## config.mk

```make
export PLATFORM = sky130hd
export DESIGN_NAME = flac_linear_prediction_restore_unit
export DESIGN_NICKNAME = d
export VERILOG_FILES = /design/src/rtl/flpr_pkg.sv /design/src/rtl/flpr_mac.sv /design/src/rtl/flac_linear_prediction_restore_unit.sv
export SDC_FILE = /design/constraint.sdc
export NUM_CORES = 2
export LEC_CHECK = 0
export BUFFER_PORTS_ARGS = -buffer_cell sky130_fd_sc_hd__buf_4
export CORE_UTILIZATION = 60
export DETAILED_ROUTE_END_ITERATION = 7
export GPL_TIMING_DRIVEN = 0
export PLACE_DENSITY = 0.77
export SYNTH_ARGS = -nofsm -noshare
export SYNTH_HDL_FRONTEND = slang
export SYNTH_HIERARCHICAL = 1
export SYNTH_SLANG_ARGS = --single-unit
```

## constraint.sdc

```tcl
create_clock -name clock -period 42.2 [get_ports clock]
set_input_delay 12.66 -clock clock [delete_from_list [all_inputs] [get_ports clock]]
set_output_delay 12.66 -clock clock [all_outputs]
set_load 0.03 [all_outputs]
```

## src/rtl/flpr_pkg.sv

```systemverilog
`timescale 1ns / 1ps
// Shared constants, register codes, the MAC control struct and the fixed
// predictor taps for the linear prediction restore block. No dependencies.
package flpr_pkg;

   localparam int MAX_ORDER       = 32;
   localparam int FIXED_MAX_ORDER = 4;
   localparam int ORDER_W         = $clog2(MAX_ORDER + 1);
   localparam int HIST_IDX_W      = $clog2(MAX_ORDER);
   localparam int SAMPLE_W        = 32;
   localparam int COEF_W          = 15;
   localparam int PROD_W          = SAMPLE_W + COEF_W;
   localparam int ACC_W           = 64;
   localparam int QSHIFT_W        = 4;
   localparam int WSHIFT_W        = 5;
   localparam int CSR_ADDR_W      = 4;
   localparam int CSR_DATA_W      = 32;

   // register indexes (paddr[3:2])
   localparam logic [1:0] REG_ORDER  = 2'd0;
   localparam logic [1:0] REG_KIND   = 2'd1;
   localparam logic [1:0] REG_QSHIFT = 2'd2;
   localparam logic [1:0] REG_WSHIFT = 2'd3;

   localparam logic REQ_COEF   = 1'b0;
   localparam logic REQ_SAMPLE = 1'b1;

   localparam logic KIND_FIXED = 1'b0;
   localparam logic KIND_LPC   = 1'b1;

   typedef struct packed {
      logic clear;
      logic op_valid;
   } mac_ctl_type;

   // standard fixed predictor taps; tap 0 applies to the newest sample
   function automatic logic signed [COEF_W-1:0] fixed_tap(input logic [2:0] ord,
                                                         input logic [1:0] idx);
      logic signed [COEF_W-1:0] t;
      begin
         t = '0;
         unique case (ord)
            3'd1: begin
               if (idx == 2'd0) t = COEF_W'(1);
            end
            3'd2: begin
               unique case (idx)
                  2'd0:    t = COEF_W'(2);
                  2'd1:    t = COEF_W'(-1);
                  default: t = '0;
               endcase
            end
            3'd3: begin
               unique case (idx)
                  2'd0:    t = COEF_W'(3);
                  2'd1:    t = COEF_W'(-3);
                  2'd2:    t = COEF_W'(1);
                  default: t = '0;
               endcase
            end
            3'd4: begin
               unique case (idx)
                  2'd0:    t = COEF_W'(4);
                  2'd1:    t = COEF_W'(-6);
                  2'd2:    t = COEF_W'(4);
                  default: t = COEF_W'(-1);
               endcase
            end
            default: t = '0;
         endcase
         return t;
      end
   endfunction

endpackage

```

## src/rtl/flpr_mac.sv

```systemverilog
`timescale 1ns / 1ps
// Shared multiply-accumulate unit: one 32x15 signed product per cycle into
// a 64-bit accumulator. Depends on flpr_pkg.
module flpr_mac (
   input  logic                                 clock,
   input  logic                                 reset,
   input  flpr_pkg::mac_ctl_type                ctl,
   input  logic signed [flpr_pkg::SAMPLE_W-1:0] hist_op,
   input  logic signed [flpr_pkg::COEF_W-1:0]   tap_op,
   output logic signed [flpr_pkg::ACC_W-1:0]    acc,
   output logic                                 busy
);

   logic signed [flpr_pkg::PROD_W-1:0] prod_ff, prod_in;
   logic                               prod_vld_ff, prod_vld_in;
   logic signed [flpr_pkg::ACC_W-1:0]  acc_ff, acc_in;

   always_comb begin
      prod_in     = hist_op * tap_op;
      prod_vld_in = ctl.op_valid && !ctl.clear;
      acc_in      = acc_ff;
      if (ctl.clear) begin
         acc_in = '0;
      end else if (prod_vld_ff) begin
         acc_in = acc_ff + {{(flpr_pkg::ACC_W - flpr_pkg::PROD_W){prod_ff[flpr_pkg::PROD_W-1]}},
                            prod_ff};
      end
   end

   always_ff @(posedge clock) begin
      if (reset) begin
         prod_vld_ff <= 1'b0;
         acc_ff      <= '0;
      end else begin
         prod_vld_ff <= prod_vld_in;
         acc_ff      <= acc_in;
      end
      prod_ff <= prod_in;
   end

   assign acc  = acc_ff;
   assign busy = prod_vld_ff;

endmodule

```

## src/rtl/flac_linear_prediction_restore_unit.sv

```systemverilog
`timescale 1ns / 1ps
// A coefficient load is taken while idle and gives no result. A warm-up sample, or
// any sample at order 0, goes through finish and emit to rsp; a predicted sample
// first issues its taps, one tap per cycle through the one shared MAC, then waits
// for the fetch and product registers to drain into the accumulator, then finish
// and output. A new request is taken only once the block is back in idle; a stalled
// result holds the block in emit until rsp takes it.
// Reset: synchronous; clears state, config, history and warm-up count, not coefficients.
module flac_linear_prediction_restore_unit (
   input  logic                                      clock,
   input  logic                                      reset,
   input  logic                                      req_valid,
   output logic                                      req_stall,
   input  logic                                      req_type,
   input  logic [flpr_pkg::HIST_IDX_W-1:0]           req_coef_index,
   input  logic signed [flpr_pkg::COEF_W-1:0]        req_coef_value,
   input  logic signed [flpr_pkg::SAMPLE_W-1:0]      req_sample_value,
   input  logic                                      req_subframe_start,
   output logic                                      rsp_valid,
   input  logic                                      rsp_stall,
   output logic signed [flpr_pkg::SAMPLE_W-1:0]      rsp_decoded_sample,
   output logic                                      rsp_is_warmup,
   input  logic                                      csr_psel,
   input  logic                                      csr_penable,
   input  logic                                      csr_pwrite,
   input  logic [flpr_pkg::CSR_ADDR_W-1:0]           csr_paddr,
   input  logic [flpr_pkg::CSR_DATA_W-1:0]           csr_pwdata,
   output logic [flpr_pkg::CSR_DATA_W-1:0]           csr_prdata,
   output logic                                      csr_pready
);

   typedef enum logic [2:0] {
      ST_IDLE,
      ST_MAC,
      ST_DRAIN,
      ST_FINISH,
      ST_EMIT
   } state_type;

   state_type                               state_ff, state_in;
   logic [flpr_pkg::ORDER_W-1:0]            cfg_order_ff, cfg_order_in;
   logic                                    cfg_kind_ff, cfg_kind_in;
   logic [flpr_pkg::QSHIFT_W-1:0]           cfg_qshift_ff, cfg_qshift_in;
   logic [flpr_pkg::WSHIFT_W-1:0]           cfg_wshift_ff, cfg_wshift_in;
   logic [flpr_pkg::ORDER_W-1:0]            order_ff, order_in;
   logic [flpr_pkg::ORDER_W-1:0]            warmup_cnt_ff, warmup_cnt_in;
   logic                                    warm_ff, warm_in;
   logic signed [flpr_pkg::SAMPLE_W-1:0]    resid_ff, resid_in;
   logic signed [flpr_pkg::SAMPLE_W-1:0]    sample_ff, sample_in;
   logic [flpr_pkg::HIST_IDX_W-1:0]         issue_idx_ff, issue_idx_in;
   logic                                    rd_vld_ff, rd_vld_in;
   logic                                    rsp_valid_ff, rsp_valid_in;
   logic signed [flpr_pkg::SAMPLE_W-1:0]    rsp_sample_ff, rsp_sample_in;
   logic                                    rsp_warm_ff, rsp_warm_in;

   logic signed [flpr_pkg::SAMPLE_W-1:0]    hist_ff [flpr_pkg::MAX_ORDER];
   logic signed [flpr_pkg::COEF_W-1:0]      coef_mem [flpr_pkg::MAX_ORDER];
   logic signed [flpr_pkg::SAMPLE_W-1:0]    hist_rd_ff;
   logic signed [flpr_pkg::COEF_W-1:0]      tap_rd_ff;

   logic                                    req_accept, cfg_write, sample_accept, coef_accept;
   logic [flpr_pkg::ORDER_W-1:0]            order_capped, order_active, wcnt_eff;
   logic                                    warm_now, last_issue, emit_load, push;
   logic signed [flpr_pkg::ACC_W-1:0]       mac_acc, acc_shifted;
   logic                                    mac_busy;
   logic [flpr_pkg::QSHIFT_W-1:0]           shift_amt;
   flpr_pkg::mac_ctl_type                   mac_ctl;

   assign req_stall     = (state_ff != ST_IDLE);
   assign req_accept    = req_valid && !req_stall;
   assign sample_accept = req_accept && (req_type == flpr_pkg::REQ_SAMPLE);
   assign coef_accept   = req_accept && (req_type == flpr_pkg::REQ_COEF);
   assign cfg_write     = csr_psel && csr_penable && csr_pwrite && csr_pready;
   assign csr_pready    = 1'b1;

   always_comb begin
      unique case (csr_paddr[3:2])
         flpr_pkg::REG_ORDER:  csr_prdata = flpr_pkg::CSR_DATA_W'(cfg_order_ff);
         flpr_pkg::REG_KIND:   csr_prdata = flpr_pkg::CSR_DATA_W'(cfg_kind_ff);
         flpr_pkg::REG_QSHIFT: csr_prdata = flpr_pkg::CSR_DATA_W'(cfg_qshift_ff);
         default:              csr_prdata = flpr_pkg::CSR_DATA_W'(cfg_wshift_ff);
      endcase
   end

   // order in use: cap at the store depth, and at 4 for the fixed predictors
   always_comb begin
      order_capped = (cfg_order_ff > flpr_pkg::ORDER_W'(flpr_pkg::MAX_ORDER)) ?
                     flpr_pkg::ORDER_W'(flpr_pkg::MAX_ORDER) : cfg_order_ff;
      order_active = order_capped;
      if (cfg_kind_ff == flpr_pkg::KIND_FIXED &&
          order_capped > flpr_pkg::ORDER_W'(flpr_pkg::FIXED_MAX_ORDER)) begin
         order_active = flpr_pkg::ORDER_W'(flpr_pkg::FIXED_MAX_ORDER);
      end
      wcnt_eff = req_subframe_start ? '0 : warmup_cnt_ff;
      warm_now = wcnt_eff < order_active;
   end

   assign last_issue  = ({1'b0, issue_idx_ff} == (order_ff - flpr_pkg::ORDER_W'(1)));
   assign shift_amt   = (cfg_kind_ff == flpr_pkg::KIND_LPC) ? cfg_qshift_ff : '0;
   assign acc_shifted = mac_acc >>> shift_amt;
   assign emit_load   = (state_ff == ST_EMIT) && (!rsp_valid_ff || !rsp_stall);
   assign push        = (state_ff == ST_FINISH);

   always_comb begin
      state_in      = state_ff;
      cfg_order_in  = cfg_order_ff;
      cfg_kind_in   = cfg_kind_ff;
      cfg_qshift_in = cfg_qshift_ff;
      cfg_wshift_in = cfg_wshift_ff;
      order_in      = order_ff;
      warmup_cnt_in = warmup_cnt_ff;
      warm_in       = warm_ff;
      resid_in      = resid_ff;
      sample_in     = sample_ff;
      issue_idx_in  = issue_idx_ff;
      rd_vld_in     = (state_ff == ST_MAC);
      rsp_valid_in  = rsp_valid_ff && rsp_stall;
      rsp_sample_in = rsp_sample_ff;
      rsp_warm_in   = rsp_warm_ff;
      mac_ctl.clear    = sample_accept;
      mac_ctl.op_valid = rd_vld_ff;

      if (cfg_write) begin
         unique case (csr_paddr[3:2])
            flpr_pkg::REG_ORDER:  cfg_order_in  = csr_pwdata[flpr_pkg::ORDER_W-1:0];
            flpr_pkg::REG_KIND:   cfg_kind_in   = csr_pwdata[0];
            flpr_pkg::REG_QSHIFT: cfg_qshift_in = csr_pwdata[flpr_pkg::QSHIFT_W-1:0];
            default:              cfg_wshift_in = csr_pwdata[flpr_pkg::WSHIFT_W-1:0];
         endcase
      end

      unique case (state_ff)
         ST_IDLE: begin
            if (sample_accept) begin
               order_in      = order_active;
               warm_in       = warm_now;
               resid_in      = req_sample_value;
               issue_idx_in  = '0;
               warmup_cnt_in = warm_now ? (wcnt_eff + flpr_pkg::ORDER_W'(1)) : wcnt_eff;
               state_in      = (warm_now || order_active == '0) ? ST_FINISH : ST_MAC;
            end
         end
         ST_MAC: begin
            issue_idx_in = issue_idx_ff + flpr_pkg::HIST_IDX_W'(1);
            if (last_issue) state_in = ST_DRAIN;
         end
         ST_DRAIN: begin
            if (!rd_vld_ff && !mac_busy) state_in = ST_FINISH;
         end
         ST_FINISH: begin
            sample_in = warm_ff ? resid_ff : (resid_ff + acc_shifted[flpr_pkg::SAMPLE_W-1:0]);
            state_in  = ST_EMIT;
         end
         ST_EMIT: begin
            if (emit_load) begin
               rsp_valid_in  = 1'b1;
               rsp_sample_in = sample_ff << cfg_wshift_ff;
               rsp_warm_in   = warm_ff;
               state_in      = ST_IDLE;
            end
         end
         default: state_in = ST_IDLE;
      endcase
   end

   always_ff @(posedge clock) begin
      if (reset) begin
         state_ff      <= ST_IDLE;
         cfg_order_ff  <= '0;
         cfg_kind_ff   <= flpr_pkg::KIND_FIXED;
         cfg_qshift_ff <= '0;
         cfg_wshift_ff <= '0;
         order_ff      <= '0;
         warmup_cnt_ff <= '0;
         warm_ff       <= 1'b0;
         issue_idx_ff  <= '0;
         rd_vld_ff     <= 1'b0;
         rsp_valid_ff  <= 1'b0;
      end else begin
         state_ff      <= state_in;
         cfg_order_ff  <= cfg_order_in;
         cfg_kind_ff   <= cfg_kind_in;
         cfg_qshift_ff <= cfg_qshift_in;
         cfg_wshift_ff <= cfg_wshift_in;
         order_ff      <= order_in;
         warmup_cnt_ff <= warmup_cnt_in;
         warm_ff       <= warm_in;
         issue_idx_ff  <= issue_idx_in;
         rd_vld_ff     <= rd_vld_in;
         rsp_valid_ff  <= rsp_valid_in;
      end
      resid_ff      <= resid_in;
      sample_ff     <= sample_in;
      rsp_sample_ff <= rsp_sample_in;
      rsp_warm_ff   <= rsp_warm_in;
   end

   // history shift line, entry 0 newest
   always_ff @(posedge clock) begin
      if (reset) begin
         for (int i = 0; i < flpr_pkg::MAX_ORDER; i++) hist_ff[i] <= '0;
      end else if (push) begin
         hist_ff[0] <= sample_in;
         for (int i = 1; i < flpr_pkg::MAX_ORDER; i++) hist_ff[i] <= hist_ff[i-1];
      end
   end

   // coefficient store and registered operand fetch
   always_ff @(posedge clock) begin
      if (coef_accept) coef_mem[req_coef_index] <= req_coef_value;
      hist_rd_ff <= hist_ff[issue_idx_ff];
      tap_rd_ff  <= (cfg_kind_ff == flpr_pkg::KIND_LPC) ? coef_mem[issue_idx_ff] :
                    flpr_pkg::fixed_tap(order_ff[2:0], issue_idx_ff[1:0]);
   end

   flpr_mac u_mac (
      .clock   (clock),
      .reset   (reset),
      .ctl     (mac_ctl),
      .hist_op (hist_rd_ff),
      .tap_op  (tap_rd_ff),
      .acc     (mac_acc),
      .busy    (mac_busy)
   );

   assign rsp_valid          = rsp_valid_ff;
   assign rsp_decoded_sample = rsp_sample_ff;
   assign rsp_is_warmup      = rsp_warm_ff;

`ifndef SYNTHESIS
   a_order_bound: assert property (@(posedge clock) disable iff (reset)
      order_ff <= flpr_pkg::ORDER_W'(flpr_pkg::MAX_ORDER))
      else $error("active order above store depth");

   a_warmup_bound: assert property (@(posedge clock) disable iff (reset)
      warmup_cnt_ff <= flpr_pkg::ORDER_W'(flpr_pkg::MAX_ORDER))
      else $error("warm-up count above store depth");

   a_issue_in_range: assert property (@(posedge clock) disable iff (reset)
      (state_ff == ST_MAC) |-> ({1'b0, issue_idx_ff} < order_ff))
      else $error("tap issue beyond order");

   a_finish_drained: assert property (@(posedge clock) disable iff (reset)
      (state_ff == ST_FINISH) |-> (!mac_busy && !rd_vld_ff))
      else $error("finish with MAC pipeline still busy");

   a_no_early_result: assert property (@(posedge clock) disable iff (reset)
      (sample_accept && !rsp_valid_ff) |=> !rsp_valid_ff)
      else $error("result appeared one cycle after sample transaction");
`endif

endmodule

```

==> impl_metrics.csv <==
group,metric,value,unit
status,outcome,"complete, no violations",
cells_and_area,drive_gt1_frac,0.141,
synth,synth.avg_cell_area,13.8,µm²
critical_path,startpoint_type,"primary input",
power,clkPwrFrac,0.337,
power,power_switching,1380,µW
cts,h-tree-depth,4,
critical_path,crit_slowest_cell,"mux4_2",
cts,clockRootBuffer,"clkbuf_16",
timing,post-route-period-util,0.629,
power,powerDensity,44.3,nW/µm²
cts,cts.sinks,1787,
detailed_routing,num_vias,60177,
grt,use_met1,0.460,
detailed_routing,drtPass1Iterations,5,
power,p_leak,0.0414,µW
cells_and_area,layout_common_cells,"edfxtp_1, and2_1, inv_1",
critical_path,cp.arrival,13870,ps
detailed_routing,drt_wl_total,259000,µm
critical_path,crit_top_cell,"buf_4",
grt,grt_usage,0.322,
detailed_routing,drc,0,
synth,yosysWarnings,6,
timing,rsz0062_at_grt,"false",
critical_path,cpPeakStageDelay,580,ps
cells_and_area,layout.nets,8151,
grt,grt_pass1_vias,60902,
cells_and_area,syn2layout_area_growth,10.3,%
timing,tightest_slew,1450,ps
cts,cts-resized-gates,0,
critical_path,crit_required,29540,ps
critical_path,r2r-start,"tap_rd_ff[7]",
cts,tritoncts,"yes",
floorplan,die_y,405,µm
placed_design,dp_hpwl,187000,µm
power,p_comb_frac,0.194,
cts,cts_buffers,179,
cts,cts_hold_buffers,0,
cts,clkTransAtPathRegs,60,ps
cts,worstSkewPairLatency,850,ps
cells_and_area,regArea,51500,µm²
cells_and_area,fin_util,0.668,
timing,holdWs,469,ps
synth,synth_area,97300,µm²
cts,clk_path_buf_depth,3,
floorplan,io_pins,165,
hold_path,hp-class,"flip-flop to flip-flop",
placed_design,port_buffers,109,
cells_and_area,multi_input_area,42100,µm²
power,swShare,0.289,
flow_run,maxCapViolations,0,
detailed_routing,via_per_inst,6.19,
grt,gr-usage-met2,0.487,
grt,grt_first_pass_wirelength,389000,µm
power,seqPwrFrac,0.470,
timing,period_needed,26530,ps
critical_path,crit_start,"csr_paddr[3]",
grt,grt-ovfl-total,0,
cts,postCtsSetupRepairBufs,0,
power,intPower,3380,µW
floorplan,rows,147,
floorplan,coreArea,161000,µm²
critical_path,crit_chain,"buf_4 > clkbuf_1 > mux4_2 > buf_4",
timing,setup_viol,0,
hold_path,min-delay-start,"rd_vld_ff",
timing,hold_viol_final,0,
grt,grt_start_max_net_pins,78,
placed_design,place_congestion,1.01,
detailed_routing,routedWlPerCell,26.7,µm
critical_path,cp-end-kind,"primary output",
critical_path,crit_type,"primary input to primary output",
floorplan,die_area,164000,µm²
floorplan,start_util,0.605,
grt,antenna_found_initial,8,
power,peakVddDrop,0.0448,mV
timing,drv_slew,0,
grt,grt_util_met3,0.0651,
timing,slew_headroom,0.0295,
floorplan,die_x,405,µm
critical_path,crit_path_max_fanout,10,
detailed_routing,drtIter0Drc,7271,
timing,fmaxAchievable,37.7,MHz
grt,busiest_layer,"met2",
detailed_routing,ant_nets,0,
cells_and_area,final_common_cell,"edfxtp_1",
timing,fin_skew,63.8,ps
cells_and_area,fillerInstances,11296,
synth,synth_cells,7064,
## registers in the layout (all words and copies together) (netlist names), 32 cells and up, named ones only
name	flops
rsp_decoded_sample	32
u_mac/acc	47
resid_ff	32
u_mac/prod_ff	47
hist_rd_ff	32
sample_ff	32
coef_mem	480
hist_ff	1024
## metal layers
metal  vias to the layer above  wire length [µm]  part of all wire
met3                       433             25300             0.097
met2                      3215            118000              0.45
met1                     30823            105000              0.40
li1                      25704                 -                 -
met5                         -                18          0.000069
met4                         2             11600             0.045
## worst max-delay path: cells and delay by family
kind | cells | cell delay [ps]
multiplexers | 1 | 580
buffers and inverters | 3 | 630
## path summary, 6_finish.rpt
check                           cells past startpoint           endpoint  slack (ps)
worst max-delay path                                4      csr_prdata[0]       15670
worst max register to register                     22  u_mac/prod_ff[46]       34540
worst min-delay path                                1         u_mac/busy         470
worst min register to register                      1         u_mac/busy         470
## power by group through the flow
stage	registers (µW)	clock network [µW]	logic, µW
2_1_floorplan	2370	0	591
3_3_place_gp	2450	0	872
3_5_place_dp	2260	0	904
4_1_cts	2230	1610	913
5_1_grt	2250	1680	975
6_report	2230	1600	921
## area by class of cell
| cell class | count | share of cell area |
|---|---|---|
| multi-input combinational | 4327 | 0.392 |
| tap | 2160 | 0.0252 |
| inverter | 526 | 0.0184 |
| timing repair buffer | 129 | 0.0118 |
| antenna | 4 | 0.0000933 |
| sequential | 1787 | 0.480 |
| clock buffer | 234 | 0.0454 |
| buffer | 449 | 0.0176 |
| clock inverter | 101 | 0.00965 |
## through the flow
| step | area [µm²] | setup slack (ps) | cells | total power, µW | setup TNS (ps) |
|---|---|---|---|---|---|
| 3_5_place_dp | 101000 | 15700 | 9375 | 3160 | 0 |
| 6_report | 107000 | 15670 | 9717 | 4760 | 0 |
| 2_1_floorplan | 97400 | 3160 | 7089 | 2960 | 0 |
| 4_1_cts | 107000 | 15690 | 9710 | 4750 | 0 |
| 3_3_place_gp | 101000 | -6200 | 9358 | 3330 | -6197720 |
| 5_1_grt | 107000 | 15640 | 9713 | 4900 | 0 |
Power figures use the tool's default switching activity.
